===== src/rtl/sscrg_pkg.sv =====
// Package: shared types, widths and defaults for the span sprite clip run generator.
`default_nettype none
package sscrg_pkg;

    // Field widths
    localparam int unsigned WordW  = 16;
    localparam int unsigned FrameW = 8;
    localparam int unsigned PosW   = 13;
    localparam int unsigned DimW   = 11;
    localparam int unsigned ColW   = 11;
    localparam int unsigned RowW   = 10;
    localparam int unsigned DstW   = 14;
    localparam int unsigned SrcW   = 10;
    localparam int unsigned LenW   = 11;
    localparam int unsigned CfgIdxW = 4;

    // Parameter defaults
    localparam int unsigned MaxSpriteWidthDef = 1024;
    localparam int unsigned JobDepthDef       = 2;
    localparam int unsigned RunDepthDef       = 2;

    // Largest column and row values held by the walker
    localparam logic [ColW-1:0] ColMax = '1;
    localparam logic [DimW-1:0] RowLast = 11'd1023;

    // Configuration register indexes
    typedef enum logic [CfgIdxW-1:0] {
        CFG_SPRITE_X      = 4'd0,
        CFG_SPRITE_Y      = 4'd1,
        CFG_SPRITE_WIDTH  = 4'd2,
        CFG_SPRITE_HEIGHT = 4'd3,
        CFG_CLIP_LEFT     = 4'd4,
        CFG_CLIP_TOP      = 4'd5,
        CFG_CLIP_RIGHT    = 4'd6,
        CFG_CLIP_BOTTOM   = 4'd7
    } t_cfg_idx;

    // Configuration register file contents
    typedef struct packed {
        logic [PosW-1:0] sprite_x;
        logic [PosW-1:0] sprite_y;
        logic [DimW-1:0] sprite_width;
        logic [DimW-1:0] sprite_height;
        logic [PosW-1:0] clip_left;
        logic [PosW-1:0] clip_top;
        logic [PosW-1:0] clip_right;
        logic [PosW-1:0] clip_bottom;
    } t_cfg;

    // Drawn span handed from the front walker to the clipper
    typedef struct packed {
        logic [ColW-1:0]   c0;
        logic [ColW-1:0]   c1;
        logic [RowW-1:0]   row;
        logic [FrameW-1:0] frame;
    } t_job;

    // Visible run waiting at the output
    typedef struct packed {
        logic [DstW-1:0]   dst_x;
        logic [DstW-1:0]   dst_y;
        logic [SrcW-1:0]   src_x;
        logic [SrcW-1:0]   src_y;
        logic [LenW-1:0]   run_length;
        logic [FrameW-1:0] src_frame;
    } t_run;

endpackage
`default_nettype wire


===== src/rtl/sscrg_fifo.sv =====
// Module: small register queue with first-word fall-through output.
`default_nettype none
module sscrg_fifo #(
    parameter int unsigned WIDTH = 8,
    parameter int unsigned DEPTH = 2
) (
    input  wire logic             i_clk,
    input  wire logic             i_rst_n,
    input  wire logic             i_wr,
    input  wire logic [WIDTH-1:0] i_wr_data,
    output logic                  o_full,
    input  wire logic             i_rd,
    output logic [WIDTH-1:0]      o_rd_data,
    output logic                  o_empty
);

    localparam int unsigned PtrW = (DEPTH > 1) ? $clog2(DEPTH) : 1;
    localparam int unsigned CntW = $clog2(DEPTH + 1);
    localparam logic [CntW-1:0] CntFull = CntW'(DEPTH);
    localparam logic [PtrW-1:0] PtrLast = PtrW'(DEPTH - 1);

    logic [WIDTH-1:0] r_mem [DEPTH];
    logic [PtrW-1:0]  r_wr_ptr, n_wr_ptr;
    logic [PtrW-1:0]  r_rd_ptr, n_rd_ptr;
    logic [CntW-1:0]  r_count, n_count;
    logic             wr_en, rd_en;

    assign o_full    = (r_count == CntFull);
    assign o_empty   = (r_count == '0);
    assign o_rd_data = r_mem[r_rd_ptr];
    assign wr_en     = i_wr && !o_full;
    assign rd_en     = i_rd && !o_empty;

    // Pointer and fill count update
    always_comb begin
        n_wr_ptr = r_wr_ptr;
        n_rd_ptr = r_rd_ptr;
        n_count  = r_count;
        if (wr_en) begin
            n_wr_ptr = (r_wr_ptr == PtrLast) ? '0 : r_wr_ptr + 1'b1;
        end
        if (rd_en) begin
            n_rd_ptr = (r_rd_ptr == PtrLast) ? '0 : r_rd_ptr + 1'b1;
        end
        if (wr_en && !rd_en) begin
            n_count = r_count + 1'b1;
        end else if (rd_en && !wr_en) begin
            n_count = r_count - 1'b1;
        end
    end

    always_ff @(posedge i_clk) begin
        if (!i_rst_n) begin
            r_wr_ptr <= '0;
            r_rd_ptr <= '0;
            r_count  <= '0;
        end else begin
            r_wr_ptr <= n_wr_ptr;
            r_rd_ptr <= n_rd_ptr;
            r_count  <= n_count;
        end
    end

    // Storage, no reset
    always_ff @(posedge i_clk) begin
        if (wr_en) begin
            r_mem[r_wr_ptr] <= i_wr_data;
        end
    end

endmodule
`default_nettype wire


===== src/rtl/sscrg_front.sv =====
// Module: span stream walker; tracks row, column and draw state, emits drawn spans.
`default_nettype none
module sscrg_front #(
    parameter int unsigned MAX_SPRITE_WIDTH = sscrg_pkg::MaxSpriteWidthDef
) (
    input  wire logic                          i_clk,
    input  wire logic                          i_rst_n,
    input  wire sscrg_pkg::t_cfg               i_cfg,
    input  wire logic                          i_accept,
    input  wire logic [sscrg_pkg::WordW-1:0]   i_word,
    input  wire logic [sscrg_pkg::FrameW-1:0]  i_frame,
    output logic                               o_job_wr,
    output sscrg_pkg::t_job                    o_job
);

    localparam int unsigned WideW = sscrg_pkg::WordW + 1;
    localparam logic [12:0] MaxW  = 13'(MAX_SPRITE_WIDTH);

    logic [sscrg_pkg::RowW-1:0] r_row,   n_row;
    logic [sscrg_pkg::ColW-1:0] r_col,   n_col;
    logic [sscrg_pkg::ColW-1:0] r_spans, n_spans;
    logic                       r_draw,  n_draw;
    logic                       r_hdr,   n_hdr;

    logic [sscrg_pkg::WordW-2:0] hdr_cnt;
    logic [WideW-1:0]            col_sum;
    logic [12:0]                 width_lim;
    logic [sscrg_pkg::ColW-1:0]  spans_dec;
    logic [sscrg_pkg::DimW-1:0]  height;
    logic [sscrg_pkg::DimW-1:0]  row_inc;
    logic                        row_end;

    assign hdr_cnt   = i_word[sscrg_pkg::WordW-1:1];
    assign col_sum   = {1'b0, i_word} + {{(WideW - sscrg_pkg::ColW){1'b0}}, r_col};
    assign width_lim = ({2'b0, i_cfg.sprite_width} > MaxW) ? MaxW
                                                          : {2'b0, i_cfg.sprite_width};
    assign spans_dec = (r_spans != '0) ? r_spans - 1'b1 : '0;
    assign height    = (i_cfg.sprite_height != '0) ? i_cfg.sprite_height
                                                   : sscrg_pkg::DimW'(1);
    assign row_inc   = {1'b0, r_row} + 1'b1;

    // Drawn span job: start column and end column cut at the sprite width
    always_comb begin
        o_job.c0    = r_col;
        o_job.c1    = (col_sum > {4'b0, width_lim}) ? width_lim[sscrg_pkg::ColW-1:0]
                                                   : col_sum[sscrg_pkg::ColW-1:0];
        o_job.row   = r_row;
        o_job.frame = i_frame;
        o_job_wr    = i_accept && !r_hdr && r_draw && (i_word != '0);
    end

    // Walker next state
    always_comb begin
        n_row   = r_row;
        n_col   = r_col;
        n_spans = r_spans;
        n_draw  = r_draw;
        n_hdr   = r_hdr;
        row_end = 1'b0;
        if (i_accept) begin
            if (r_hdr) begin
                n_draw = i_word[0];
                n_col  = '0;
                if (hdr_cnt == '0) begin
                    row_end = 1'b1;
                end else begin
                    n_spans = (hdr_cnt > {4'b0, sscrg_pkg::ColMax}) ? sscrg_pkg::ColMax
                              : hdr_cnt[sscrg_pkg::ColW-1:0];
                    n_hdr   = 1'b0;
                end
            end else begin
                n_col   = (col_sum > {6'b0, sscrg_pkg::ColMax}) ? sscrg_pkg::ColMax
                          : col_sum[sscrg_pkg::ColW-1:0];
                n_draw  = !r_draw;
                n_spans = spans_dec;
                row_end = (spans_dec == '0);
            end
            // End of row: step to next sprite row, wrap at sprite height or past row 1023
            if (row_end) begin
                n_row   = ((row_inc >= height) || (row_inc > sscrg_pkg::RowLast)) ? '0
                          : row_inc[sscrg_pkg::RowW-1:0];
                n_col   = '0;
                n_spans = '0;
                n_hdr   = 1'b1;
            end
        end
    end

    always_ff @(posedge i_clk) begin
        if (!i_rst_n) begin
            r_row   <= '0;
            r_col   <= '0;
            r_spans <= '0;
            r_draw  <= 1'b0;
            r_hdr   <= 1'b1;
        end else begin
            r_row   <= n_row;
            r_col   <= n_col;
            r_spans <= n_spans;
            r_draw  <= n_draw;
            r_hdr   <= n_hdr;
        end
    end

endmodule
`default_nettype wire


===== src/rtl/sscrg_back.sv =====
// Module: clipper; places a drawn span on screen and trims it to the clip window.
`default_nettype none
module sscrg_back (
    input  wire sscrg_pkg::t_cfg  i_cfg,
    input  wire sscrg_pkg::t_job  i_job,
    input  wire logic             i_job_valid,
    input  wire logic             i_out_full,
    output logic                  o_job_take,
    output logic                  o_run_wr,
    output sscrg_pkg::t_run       o_run
);

    logic signed [14:0] sx, sy, y, lo_raw, hi_raw, lo, hi;
    logic signed [14:0] left, right, top, bottom;
    logic signed [14:0] src_x, len;
    logic               visible;

    // Screen placement in 15-bit signed arithmetic
    assign sx     = $signed({{2{i_cfg.sprite_x[12]}}, i_cfg.sprite_x});
    assign sy     = $signed({{2{i_cfg.sprite_y[12]}}, i_cfg.sprite_y});
    assign y      = sy + $signed({5'b0, i_job.row});
    assign lo_raw = sx + $signed({4'b0, i_job.c0});
    assign hi_raw = sx + $signed({4'b0, i_job.c1});
    assign left   = $signed({2'b0, i_cfg.clip_left});
    assign right  = $signed({2'b0, i_cfg.clip_right});
    assign top    = $signed({2'b0, i_cfg.clip_top});
    assign bottom = $signed({2'b0, i_cfg.clip_bottom});

    // Clip against the window; right and bottom are exclusive
    assign lo      = (lo_raw < left) ? left : lo_raw;
    assign hi      = (hi_raw > right) ? right : hi_raw;
    assign visible = (y >= top) && (y < bottom) && (hi > lo);
    assign src_x   = lo - sx;
    assign len     = hi - lo;

    // One job per cycle while the output queue has room
    assign o_job_take = i_job_valid && !i_out_full;
    assign o_run_wr   = o_job_take && visible;

    always_comb begin
        o_run.dst_x      = lo[sscrg_pkg::DstW-1:0];
        o_run.dst_y      = y[sscrg_pkg::DstW-1:0];
        o_run.src_x      = src_x[sscrg_pkg::SrcW-1:0];
        o_run.src_y      = i_job.row;
        o_run.run_length = len[sscrg_pkg::LenW-1:0];
        o_run.src_frame  = i_job.frame;
    end

endmodule
`default_nettype wire


===== src/rtl/span_sprite_clip_run_generator.sv =====
// Top level: span sprite clip run generator.
//
// Input channel is a queue push side: span_word and frame_number are taken at
// a clock edge with push high and full low. Each sprite row starts with a
// header word (span count in bits 15:1, bit 0 set when the first span is
// drawn) followed by span lengths alternating drawn and transparent.
// Result channel is a queue pop side: while empty is low the oldest run is on
// the o_ ports; it is consumed at an edge with pop high. Each visible piece of
// a drawn span gives one run; clipped spans and headers give nothing.
// Configuration: one transaction on i_cfg_valid/o_cfg_ready writes register
// i_cfg_index; ready is always high. Write only while the block is idle.
// Throughput: one word per cycle while full is low; the span walker updates
// its row and column state as each word is accepted, and the clipper handles
// one drawn span per cycle while the run queue has room. The walker writes a
// drawn span into the span queue as its word is accepted; the clipper moves it
// into the run queue, where the run is on the o_ ports until it is popped.
// When the receiver stops popping, the run queue fills, then the span queue,
// then full rises; nothing is dropped. Synchronous reset clears both queues
// and the walker (header expected) and loads the register defaults.
`default_nettype none
module span_sprite_clip_run_generator #(
    parameter int unsigned MAX_SPRITE_WIDTH = sscrg_pkg::MaxSpriteWidthDef,
    parameter int unsigned JOB_DEPTH        = sscrg_pkg::JobDepthDef,
    parameter int unsigned RUN_DEPTH        = sscrg_pkg::RunDepthDef
) (
    input  wire logic                           i_clk,
    input  wire logic                           i_rst_n,
    // span word channel
    input  wire logic                           push,
    output logic                                full,
    input  wire logic [sscrg_pkg::WordW-1:0]    i_span_word,
    input  wire logic [sscrg_pkg::FrameW-1:0]   i_frame_number,
    // run channel
    output logic                                empty,
    input  wire logic                           pop,
    output logic signed [sscrg_pkg::DstW-1:0]   o_dst_x,
    output logic signed [sscrg_pkg::DstW-1:0]   o_dst_y,
    output logic [sscrg_pkg::SrcW-1:0]          o_src_x,
    output logic [sscrg_pkg::SrcW-1:0]          o_src_y,
    output logic [sscrg_pkg::LenW-1:0]          o_run_length,
    output logic [sscrg_pkg::FrameW-1:0]        o_src_frame,
    // configuration write channel
    input  wire logic                           i_cfg_valid,
    output logic                                o_cfg_ready,
    input  wire logic [sscrg_pkg::CfgIdxW-1:0]  i_cfg_index,
    input  wire logic [sscrg_pkg::PosW-1:0]     i_cfg_data
);

    localparam int unsigned JobW = $bits(sscrg_pkg::t_job);
    localparam int unsigned RunW = $bits(sscrg_pkg::t_run);

    sscrg_pkg::t_cfg r_cfg;
    sscrg_pkg::t_job front_job, queued_job;
    sscrg_pkg::t_run back_run, out_run;
    logic            accept;
    logic            job_wr, job_empty, job_take;
    logic            run_wr, run_full;
    logic [JobW-1:0] job_rd_bits;
    logic [RunW-1:0] run_rd_bits;

    assign o_cfg_ready = 1'b1;
    assign accept      = push && !full;

    // Configuration registers
    always_ff @(posedge i_clk) begin
        if (!i_rst_n) begin
            r_cfg.sprite_x      <= '0;
            r_cfg.sprite_y      <= '0;
            r_cfg.sprite_width  <= sscrg_pkg::DimW'(1);
            r_cfg.sprite_height <= sscrg_pkg::DimW'(1);
            r_cfg.clip_left     <= '0;
            r_cfg.clip_top      <= '0;
            r_cfg.clip_right    <= sscrg_pkg::PosW'(4096);
            r_cfg.clip_bottom   <= sscrg_pkg::PosW'(4096);
        end else if (i_cfg_valid) begin
            case (sscrg_pkg::t_cfg_idx'(i_cfg_index))
                sscrg_pkg::CFG_SPRITE_X:      r_cfg.sprite_x <= i_cfg_data;
                sscrg_pkg::CFG_SPRITE_Y:      r_cfg.sprite_y <= i_cfg_data;
                sscrg_pkg::CFG_SPRITE_WIDTH: begin
                    r_cfg.sprite_width <= i_cfg_data[sscrg_pkg::DimW-1:0];
                end
                sscrg_pkg::CFG_SPRITE_HEIGHT: begin
                    r_cfg.sprite_height <= i_cfg_data[sscrg_pkg::DimW-1:0];
                end
                sscrg_pkg::CFG_CLIP_LEFT:     r_cfg.clip_left   <= i_cfg_data;
                sscrg_pkg::CFG_CLIP_TOP:      r_cfg.clip_top    <= i_cfg_data;
                sscrg_pkg::CFG_CLIP_RIGHT:    r_cfg.clip_right  <= i_cfg_data;
                sscrg_pkg::CFG_CLIP_BOTTOM:   r_cfg.clip_bottom <= i_cfg_data;
                default: ;
            endcase
        end
    end

    // Front: span stream walker
    sscrg_front #(
        .MAX_SPRITE_WIDTH(MAX_SPRITE_WIDTH)
    ) u_front (
        .i_clk   (i_clk),
        .i_rst_n (i_rst_n),
        .i_cfg   (r_cfg),
        .i_accept(accept),
        .i_word  (i_span_word),
        .i_frame (i_frame_number),
        .o_job_wr(job_wr),
        .o_job   (front_job)
    );

    // Span queue between walker and clipper
    sscrg_fifo #(
        .WIDTH(JobW),
        .DEPTH(JOB_DEPTH)
    ) u_job_q (
        .i_clk    (i_clk),
        .i_rst_n  (i_rst_n),
        .i_wr     (job_wr),
        .i_wr_data(front_job),
        .o_full   (full),
        .i_rd     (job_take),
        .o_rd_data(job_rd_bits),
        .o_empty  (job_empty)
    );

    assign queued_job = job_rd_bits;

    // Back: clipper
    sscrg_back u_back (
        .i_cfg      (r_cfg),
        .i_job      (queued_job),
        .i_job_valid(!job_empty),
        .i_out_full (run_full),
        .o_job_take (job_take),
        .o_run_wr   (run_wr),
        .o_run      (back_run)
    );

    // Run queue at the output
    sscrg_fifo #(
        .WIDTH(RunW),
        .DEPTH(RUN_DEPTH)
    ) u_run_q (
        .i_clk    (i_clk),
        .i_rst_n  (i_rst_n),
        .i_wr     (run_wr),
        .i_wr_data(back_run),
        .o_full   (run_full),
        .i_rd     (pop),
        .o_rd_data(run_rd_bits),
        .o_empty  (empty)
    );

    assign out_run      = run_rd_bits;
    assign o_dst_x      = $signed(out_run.dst_x);
    assign o_dst_y      = $signed(out_run.dst_y);
    assign o_src_x      = out_run.src_x;
    assign o_src_y      = out_run.src_y;
    assign o_run_length = out_run.run_length;
    assign o_src_frame  = out_run.src_frame;

endmodule
`default_nettype wire


===== config.mk =====
export PLATFORM = sky130hd
export DESIGN_NAME = span_sprite_clip_run_generator
export DESIGN_NICKNAME = d
export VERILOG_FILES = /design/src/rtl/sscrg_pkg.sv /design/src/rtl/sscrg_fifo.sv /design/src/rtl/sscrg_front.sv /design/src/rtl/sscrg_back.sv /design/src/rtl/span_sprite_clip_run_generator.sv
export SDC_FILE = /design/constraint.sdc
export NUM_CORES = 1
export LEC_CHECK = 0
export BUFFER_PORTS_ARGS = -buffer_cell sky130_fd_sc_hd__buf_2
export CAP_MARGIN = 20
export CORE_AREA = 10 10 290 292
export CTS_CLUSTER_DIAMETER = 200
export CTS_CLUSTER_SIZE = 25
export DETAILED_ROUTE_END_ITERATION = 16
export DIE_AREA = 0 0 300 302
export PLACE_DENSITY = 0.39
export SYNTH_ARGS = -nofsm -noshare
export SYNTH_HDL_FRONTEND = slang
export SYNTH_SLANG_ARGS = --single-unit

===== constraint.sdc =====
create_clock -name i_clk -period 33.1 [get_ports i_clk]
set_input_delay 6.62 -clock i_clk [delete_from_list [all_inputs] [get_ports i_clk]]
set_output_delay 6.62 -clock i_clk [all_outputs]
set_load 0.01 [all_outputs]

==> impl_metrics.env, run 1 <==
export IMPL_die_height_um=302
export IMPL_synth_top_flop_cell="edfxtp_1"
export IMPL_floorplan_initialDensity=0.238
export IMPL_sequential_power_share=0.444
export IMPL_placement_rows=103
export IMPL_synthDistinctLibCells=69
export IMPL_synth_top_cells_by_area="edfxtp_1 (34%), dfxtp_1 (15%), ha_1 (9.7%)"
export IMPL_worstPathCellList="buf_2, ha_1, fa_1, a21o_1, a21oi_1, nor2b_1, o21ai_1, o21bai_1, a21o_1, xor2_1, ha_1, nand4_1, o32ai_1, a31oi_1, or2_1, mux2_2"
export IMPL_timing_max_cap_violations=0
export IMPL_root_buffer="clkbuf_16"
export IMPL_worstPathArrival_ns=10.43
export IMPL_post_cts_resized_instances=0
export IMPL_critical_path_max_stage_delay_ns=0.50
export IMPL_grt_overflow_total=0
export IMPL_timing_slew_headroom=0.345
export IMPL_critPathMaxFanout=11
export IMPL_fillers=8326
export IMPL_power_density_nw_per_um2=59.5
export IMPL_wl_per_cell_um=17.8
export IMPL_floorplan_io_pins=116
export IMPL_ys_seq_area_frac=0.499
export IMPL_ant_nets=0
export IMPL_grt_start_max_net_pins=73
export IMPL_run_status="finished, final reports clean"
export IMPL_syn_area_per_cell_um2=10.7
export IMPL_p_sw_frac=0.341
export IMPL_p_leak_nw=7.82
export IMPL_skew_ns=0.0298
export IMPL_hold_path_class="reg -> reg"
export IMPL_mostFrequentLayoutCell="edfxtp_1"
export IMPL_worst_endpoint_required_ns=33.41
export IMPL_hold_viol=0
export IMPL_synth_nets=1931
export IMPL_worst_setup_hold_path_clk_slew_ns=0.10
export IMPL_flow_area_growth_from_synthesis_pct=12.4
export IMPL_commonest_non_fill_non_tap_cells_in_the_layout="edfxtp_1 (214), nand2_1 (166), ha_1 (144), dfxtp_1 (142)"
export IMPL_place_congestion=0.780
export IMPL_synth_top_cell_area_share=0.344
export IMPL_cts_num_sinks=358
export IMPL_place_worst_setup_slack_ns=22.45
export IMPL_internal_power_mw=0.822
export IMPL_antennaDiodeCount=0
export IMPL_post_route_drc_count=0
export IMPL_timing_critical_path_buf_inv=1
export IMPL_wirelength_um=51300
export IMPL_multi_input_comb_area_um2=8600
export IMPL_yosysWarningCount=0
export IMPL_post_dr_vias_cell=4.36
export IMPL_route_layer_met1_wl_um=25400
export IMPL_dr_max_layer_used="met4"
export IMPL_portBuffers=114
export IMPL_post_synthesis_cell_count=1736
export IMPL_synthesis_area_um2=18700
export IMPL_regArea_um2=9310
export IMPL_via_count=12500
export IMPL_power_combinational_fraction=0.346
export IMPL_die_x_um=300
export IMPL_post_synth_top_area_cell="edfxtp_1"
export IMPL_grt_pass1_wl_um=78900
export IMPL_timing_final_crit_share=0.306
export IMPL_design_core_area_um2=78400
export IMPL_layout_setup_ws_ns=22.98
export IMPL_post_route_min_period_ns=10.12
export IMPL_yosys_register_bits=358
export IMPL_synth_enable_flop_cells=214
export IMPL_number_of_global_route_vias_before_repair=12800
export IMPL_setup_tns_final_ns=0
export IMPL_grt_total_usage=0.112
export IMPL_rsz0062_at_grt="no"
export IMPL_power_share_clock=0.210
export IMPL_dpl_hpwl_um=37900
export IMPL_dieArea_um2=90600
export IMPL_setup_worst_path_class="in -> reg"
export IMPL_setup_worst_path_end_class="flop"
export IMPL_post_cts_setup_buffer_count=0
export IMPL_irDropWorstVdd_mv=0.0257
export IMPL_firstDrtPassIters=5
export IMPL_first_iter_violations=602
export IMPL_postSynth_asyncResetShare=0
export IMPL_worst_setup_path_start_kind="input pin"
export IMPL_holdBufCountCts=0
export IMPL_grt_antenna_before_repair=3
export IMPL_ctsHtreeMaxLevel=1
export IMPL_max_freq_ghz=0.0988
export IMPL_worst_slew_pin_slew_ns=0.979
export IMPL_nNetsFinal=2011
export IMPL_tritoncts="built"
export IMPL_post_route_cells_drive_above_1_share=0.161
export IMPL_critical_path_slowest_cell="or2_1"
export IMPL_cts_buffers=18
export IMPL_setup_violations_final=0
export IMPL_wl_met3_um=1220
export IMPL_clock_path_buffers=3
export IMPL_power_net_switching_mw=0.425
export IMPL_final_core_utilization=0.268
export IMPL_path_delay_family="compound AO/OA/AOI/OAI gates"
export IMPL_met2_length_um=23900
export IMPL_drv_slew=0
export IMPL_totalPowerFinal_mw=1.25
export IMPL_clk_insertion_delay_late_ns=0.56
==> synthesized netlist by cell type, types with 5 or more instances <==
master	number
mux2i_1	66
and2_1	5
o211ai_1	15
and3_1	7
ha_1	144
nand3_1	26
inv_1	136
nor3_1	20
fa_1	5
xnor2_1	49
edfxtp_1	214
nand4_1	11
o22ai_1	5
o21bai_1	13
o311ai_0	7
a21boi_0	7
o21ai_0	73
clkbuf_1	49
buf_1	13
a211oi_1	5
nor2b_1	18
dfxtp_1	144
nor4_1	12
a21o_1	29
nor2_1	138
nand2b_1	18
a31oi_1	7
nand3b_1	6
a21oi_1	106
o21a_1	17
xor2_1	21
nand2_1	166
mux2_2	125
==> per-layer routing <==
layer  vias up  GRT usage
li1       6307          -
met1      6056      0.154
met2       144      0.188
met3        40     0.0116
met4         0     0.0204
met5         -          0
==> cell families (layout without fill, tap and decap cells) <==
logic type | Yosys count | in the layout | share of synthesized area
AO/OA/AOI/OAI | 314 | 314 | 0.105
buffers and inverters | 206 | 298 | 0.0420
adder cells (fa/ha/maj) | 149 | 149 | 0.102
other | 1 | 1 | 0.000201
XOR/XNOR | 70 | 70 | 0.0329
multiplexers | 192 | 192 | 0.111
AND/OR/NAND/NOR | 446 | 446 | 0.108
flip-flops | 358 | 358 | 0.499
==> final timing paths <==
path	slack, ns	start	cells past startpoint	to
min	0.46	r_cfg[6]$_SDFFE_PN0P_	2	r_cfg[6]$_SDFFE_PN0P_
max reg2reg	23.62	flop	31	u_run_q.r_mem[1][4]$_DFFE_PP_
max	22.98	i_span_word[0]	16	u_job_q.r_mem[0][28]$_DFFE_PP_
min reg2reg	0.46	r_cfg[6]$_SDFFE_PN0P_	2	r_cfg[6]$_SDFFE_PN0P_
==> power by group through the flow <==
stage          clock [mW]  sequential (mW)  combinational, mW
2_1_floorplan           0            0.561              0.302
3_3_place_gp            0            0.563              0.439
3_5_place_dp            0            0.564              0.443
4_1_cts             0.276            0.554              0.446
5_1_grt             0.290            0.558              0.487
6_report            0.262            0.553              0.432
==> stage by stage <==
stage          instance area (um2)  cells  hold slack (ns)
6_report                     21000   2878            0.462
5_1_grt                      21000   2878            0.482
4_1_cts                      21000   2877            0.465
3_5_place_dp                 20400   2845            0.450
3_3_place_gp                 20400   2845            0.443
2_1_floorplan                18700   1736            0.424
==> state kept, by name, summed over array words and instances (netlist names), named ones only <==
signal            cells
u_front.r_row        10
u_job_q.r_count       2
u_run_q.r_mem       134
u_front.r_hdr         1
u_job_q.r_mem        80
u_run_q.r_rd_ptr      1
u_job_q.r_wr_ptr      1
u_front.r_col        11
u_run_q.r_count       2
u_run_q.r_wr_ptr      1
u_front.r_draw        1
u_front.r_spans      11
u_job_q.r_rd_ptr      1
r_cfg               100
==> tightest hold or removal path, delay by kind of cell, from the launching register on <==
kind / cells / cell delay, ns
simple gates: 1 / 0.05
compound gates: 1 / 0.05
flops: 1 / 0.32
==> cell type report <==
class	count	area share
Timing Repair Buffer	128	0.0324
Inverter	138	0.0248
Multi-Input combinational cell	1172	0.410
Clock inverter	1	0.000955
Sequential cell	358	0.444
Tap cell	1050	0.0627
Clock buffer	31	0.0248
Power figures use the tool's default switching activity.
==> run 2, diff against run 1 <==
Settings changed: PLACE_DENSITY 0.39 to 0.41.
Clock period 33.1 ns to 8.75 ns, I/O delays scaled along.
==> impl_metrics.env, run 2 (synthesis results as in run 1) <==
export IMPL_cts_buffers=18
export IMPL_final_core_utilization=0.269
export IMPL_post_route_drc_count=0
export IMPL_cts_num_sinks=358
export IMPL_die_height_um=302
export IMPL_timing_max_cap_violations=0
export IMPL_die_x_um=300
export IMPL_grt_overflow_total=0
export IMPL_hold_viol=0
export IMPL_p_leak_nw=7.85
export IMPL_drv_slew=0
export IMPL_wl_per_cell_um=17.7
export IMPL_post_route_min_period_ns=7.75
export IMPL_post_layout_nonfiller_instances=2882
export IMPL_grt_pass1_wl_um=78200
export IMPL_post_cts_resized_instances=0
export IMPL_dpl_hpwl_um=37600
export IMPL_setup_violations_final=0
export IMPL_commonest_non_fill_non_tap_cells_in_the_layout="edfxtp_1 (214), nand2_1 (166), ha_1 (144), dfxtp_1 (142)"
export IMPL_setup_worst_path_class="reg -> reg"
export IMPL_flip_flop_count_of_the_largest_register_all_copies_and_words_added=134
export IMPL_layout_setup_ws_ns=0.998
export IMPL_irDropWorstVdd_mv=0.110
export IMPL_registers_top_by_ff_count="u_run_q.r_mem"
export IMPL_ctsHtreeMaxLevel=1
export IMPL_place_congestion=0.809
export IMPL_tritoncts="built"
export IMPL_timing_final_crit_share=0.886
export IMPL_flow_area_growth_from_synthesis_pct=12.8
export IMPL_post_dr_vias_cell=4.37
export IMPL_root_buffer="clkbuf_16"
export IMPL_timing_slew_headroom=0.267
export IMPL_design_core_area_um2=78400
export IMPL_number_of_global_route_vias_before_repair=12800
export IMPL_setup_tns_final_ns=0
export IMPL_critical_path_max_stage_delay_ns=0.47
export IMPL_worst_slew_pin_slew_ns=1.10
export IMPL_biggestRegsByFlops="u_run_q.r_mem x134, r_cfg x100, u_job_q.r_mem x80"
export IMPL_nNetsFinal=2015
export IMPL_worstPathArrival_ns=8.03
export IMPL_placement_rows=103
export IMPL_skew_ns=0.0300
export IMPL_wirelength_um=51100
export IMPL_holdBufCountCts=0
export IMPL_portBuffers=114
export IMPL_via_count=12600
export IMPL_antennaDiodeCount=0
export IMPL_floorplan_initialDensity=0.238
export IMPL_clock_path_buffers=3
export IMPL_post_cts_setup_buffer_count=0
export IMPL_post_route_cells_drive_above_1_share=0.163
export IMPL_clk_insertion_delay_late_ns=0.55
export IMPL_worst_setup_path_start_kind="flop"
export IMPL_grt_total_usage=0.110
export IMPL_run_status="finished, final reports clean"
export IMPL_power_density_nw_per_um2=225
export IMPL_max_freq_ghz=0.129
export IMPL_critPathMaxFanout=23
export IMPL_firstDrtPassIters=5
export IMPL_dieArea_um2=90600
export IMPL_hold_path_class="reg -> reg"
export IMPL_grt_antenna_before_repair=1
export IMPL_ant_nets=0
export IMPL_worst_endpoint_required_ns=9.03
export IMPL_worst_setup_hold_path_clk_slew_ns=0.10
export IMPL_floorplan_io_pins=116
export IMPL_first_iter_violations=528
export IMPL_critical_path_slowest_cell="ha_1"
export IMPL_grt_start_max_net_pins=92
export IMPL_place_worst_setup_slack_ns=0.999
export IMPL_mostFrequentLayoutCell="edfxtp_1"
export IMPL_rsz0062_at_grt="no"
export IMPL_crit_top_cell="a21oi_1"
export IMPL_hold_slack_ns=0.460
export IMPL_setup_worst_path_end_class="flop"
export IMPL_dp_cells=2849
run 2: cell types whose count changed in the layout (fill, tap and decap cells not counted), sizes merged:
cell  delta
buf      +4
run 2: cell type report:
type | instances | area (um2)
Multi-Input combinational cell | 1172 | 8610
Tap cell | 1050 | 1310
Clock inverter | 1 | 20.0
Sequential cell | 358 | 9310
Clock buffer | 31 | 520
Timing Repair Buffer | 132 | 743
Fill cell | 8277 | 57300
Inverter | 138 | 519
run 2: power by group:
group | switching (mW) | internal, mW
clock network | 0.574 | 0.418
logic | 0.958 | 0.677
registers | 0.0744 | 2.02
total | 1.61 | 3.12
run 2: path summary, 6_finish.rpt:
| kind | start | endpoint | slack (ns) | cells past startpoint |
|---|---|---|---|---|
| worst max-delay path | flop | u_run_q.r_mem[1][38]$_DFFE_PP_ | 1.0 | 30 |
| worst min-delay path | r_cfg[8]$_SDFFE_PN0P_ | r_cfg[8]$_SDFFE_PN0P_ | 0.46 | 2 |
| worst min register to register | r_cfg[8]$_SDFFE_PN0P_ | r_cfg[8]$_SDFFE_PN0P_ | 0.46 | 2 |
| worst max register to register | flop | u_run_q.r_mem[1][38]$_DFFE_PP_ | 1.0 | 30 |
run 2: critical path: cells and delay by family (launching register included):
kind	cells	cell delay, ns
DFF	1	0.37
adders and majority gates	4	1.39
buffers and inverters	3	0.72
and+or+nand+nor	3	0.36
xor gates and xnor gates	1	0.13
muxes	2	0.71
AOI/OAI and AO/OA	17	3.78
run 2: metal layers:
metal  wire length (um)  global-route usage  vias to the layer above
met5                  7                   0                        -
met4                792              0.0217                        2
met3               1310              0.0122                       40
met2              23800               0.185                      137
met1              25200               0.152                     6107
li1                   -                   -                     6315
run 2: metrics by stage:
step,power [mW],area (um2)
2_1_floorplan,3.25,18700
3_3_place_gp,3.79,20500
3_5_place_dp,3.81,20500
4_1_cts,4.83,21000
5_1_grt,5.06,21000
6_report,4.72,21000
==> run 3, diff against run 2 <==
Settings changed: CORE_AREA 10 10 290 292 to 10 10 239 355, CTS_CLUSTER_SIZE 25 to 14, DIE_AREA 0 0 300 302 to 0 0 249 365, GPL_ROUTABILITY_DRIVEN set to 0.
==> impl_metrics.env, run 3 (synthesis results as in run 1) <==
export IMPL_registers_top_by_ff_count="u_run_q.r_mem"
export IMPL_ant_nets=0
export IMPL_hold_path_endpoint="r_cfg[10]$_SDFFE_PN0P_"
export IMPL_placement_rows=126
export IMPL_worst_endpoint_required_ns=9.07
export IMPL_run_status="finished, final reports clean"
export IMPL_place_worst_setup_slack_ns=0.814
export IMPL_holdBufCountCts=0
export IMPL_floorplan_initialDensity=0.238
export IMPL_hold_path_startpoint="r_cfg[10]$_SDFFE_PN0P_"
export IMPL_setup_worst_path_class="reg -> reg"
export IMPL_flow_area_growth_from_synthesis_pct=14.2
export IMPL_irDropWorstVdd_mv=0.147
export IMPL_die_height_um=365
export IMPL_p_leak_nw=8.00
export IMPL_fillers=8177
export IMPL_firstDrtPassIters=5
export IMPL_multi_input_comb_area_um2=8610
export IMPL_grt_pass1_wl_um=80500
export IMPL_root_buffer="clkbuf_16"
export IMPL_power_density_nw_per_um2=234
export IMPL_tritoncts="built"
export IMPL_worst_hold_path_num_cells=2
export IMPL_worst_setup_path_start_kind="flop"
export IMPL_post_cts_setup_buffer_count=0
export IMPL_post_layout_nonfiller_instances=2880
export IMPL_grt_overflow_total=0
export IMPL_flip_flop_count_of_the_largest_register_all_copies_and_words_added=134
export IMPL_grt_start_max_net_pins=68
export IMPL_ff_to_ff_end="u_run_q.r_mem[1][38]$_DFFE_PP_"
export IMPL_post_cts_resized_instances=0
export IMPL_setup_worst_path_end_class="flop"
export IMPL_hold_path_class="reg -> reg"
export IMPL_wl_per_cell_um=18.4
export IMPL_hold_viol=0
export IMPL_worst_r2r_setup_slack_ns=0.85
export IMPL_crit_top_cell="a21oi_1"
export IMPL_post_route_cells_drive_above_1_share=0.168
export IMPL_setup_violations_final=0
export IMPL_hold_slack_ns=0.459
export IMPL_timing_final_crit_share=0.903
export IMPL_critical_path_max_stage_delay_ns=0.88
export IMPL_portBuffers=114
export IMPL_post_dr_vias_cell=4.41
export IMPL_rsz0062_at_grt="no"
export IMPL_dpl_hpwl_um=40100
export IMPL_die_x_um=249
export IMPL_via_count=12700
export IMPL_worst_slew_pin_slew_ns=1.08
export IMPL_worst_setup_hold_path_clk_slew_ns=0.07
export IMPL_timing_slew_headroom=0.277
export IMPL_timing_max_cap_violations=0
export IMPL_biggestRegsByFlops="u_run_q.r_mem x134, r_cfg x100, u_job_q.r_mem x80"
export IMPL_wirelength_um=53100
export IMPL_worstPathArrival_ns=8.22
export IMPL_cts_buffers=29
export IMPL_dieArea_um2=90900
export IMPL_r2r_worst_path_cells=30
export IMPL_clock_path_buffers=3
export IMPL_drv_slew=0
export IMPL_setup_tns_final_ns=0
export IMPL_post_route_min_period_ns=7.90
export IMPL_ctsHtreeMaxLevel=1
export IMPL_commonest_non_fill_non_tap_cells_in_the_layout="edfxtp_1 (214), nand2_1 (166), ha_1 (144), dfxtp_1 (142)"
export IMPL_layout_setup_ws_ns=0.845
export IMPL_first_iter_violations=573
export IMPL_floorplan_io_pins=116
export IMPL_mostFrequentLayoutCell="edfxtp_1"
export IMPL_cts_num_sinks=358
export IMPL_number_of_global_route_vias_before_repair=13100
export IMPL_grt_total_usage=0.114
export IMPL_post_route_drc_count=0
export IMPL_max_freq_ghz=0.127
export IMPL_final_core_utilization=0.272
export IMPL_design_core_area_um2=78400
export IMPL_critPathMaxFanout=21
export IMPL_critical_path_slowest_cell="ha_1"
export IMPL_skew_ns=0.0205
export IMPL_grt_antenna_before_repair=1
export IMPL_regArea_um2=9310
export IMPL_nNetsFinal=2029
export IMPL_dp_cells=2827
export IMPL_clk_insertion_delay_late_ns=0.60
run 3: changes by cell type in the layout (fill, tap and decap cells not counted):
cell / previous run / this run
inv_16: 1 / 0
clkbuf_16: 19 / 29
clkbuf_1: 12 / 22
buf_4: 15 / 18
clkinv_4: 0 / 1
diode_2: 0 / 1
run 3: final cells by class:
class,instances,share of cell area
Timing Repair Buffer,135,0.0359
Antenna cell,1,0.000117
Inverter,138,0.0244
Multi-Input combinational cell,1172,0.404
Tap cell,1024,0.0601
Sequential cell,358,0.437
Clock buffer,51,0.0379
Clock inverter,1,0.000411
run 3: per-stage QoR:
| stage | power, mW | area [um2] |
|---|---|---|
| after floorplan | 3.25 | 18700 |
| after global placement | 3.82 | 20500 |
| after detailed placement | 3.83 | 20500 |
| after CTS | 5.11 | 21300 |
| after global routing | 5.31 | 21300 |
| final | 4.99 | 21300 |
run 3: how the worst max path moves through the flow:
stage	slack (ns)	endpoint	depth (start not counted)	startpoint
after floorplan	0.13	u_run_q.r_mem[0][0]$_DFFE_PP_	29	flop
after global placement	0.87	u_run_q.r_mem[0][23]$_DFFE_PP_	29	flop
after detailed placement	0.81	u_run_q.r_mem[0][38]$_DFFE_PP_	30	flop
after CTS	0.76	u_run_q.r_mem[0][38]$_DFFE_PP_	30	flop
after global routing	0.11	u_run_q.r_mem[0][38]$_DFFE_PP_	29	flop
final	0.85	u_run_q.r_mem[1][38]$_DFFE_PP_	30	flop
run 3: worst max-delay path, delay by kind of cell, from the launching register on:
kind	cells	cell delay [ns]
xor+xnor	1	0.14
buf+inv	2	0.39
mux	2	0.81
fa+ha+maj	4	1.78
simple gates	3	0.27
compound gates	18	3.88
flops	1	0.35
run 3: routing by layer:
metal,vias to the layer above,global-route usage,routed length [um]
met2,170,0.216,28200
met3,50,0.0118,1280
li1,6346,-,-
met4,0,0.0337,1170
met1,6145,0.131,22500
met5,-,0,0
run 3: where the power goes:
group / switching (mW) / internal, mW / total, mW
Clock: 0.617 / 0.621 / 1.24
Sequential: 0.0785 / 2.02 / 2.10
Combinational: 0.965 / 0.690 / 1.65
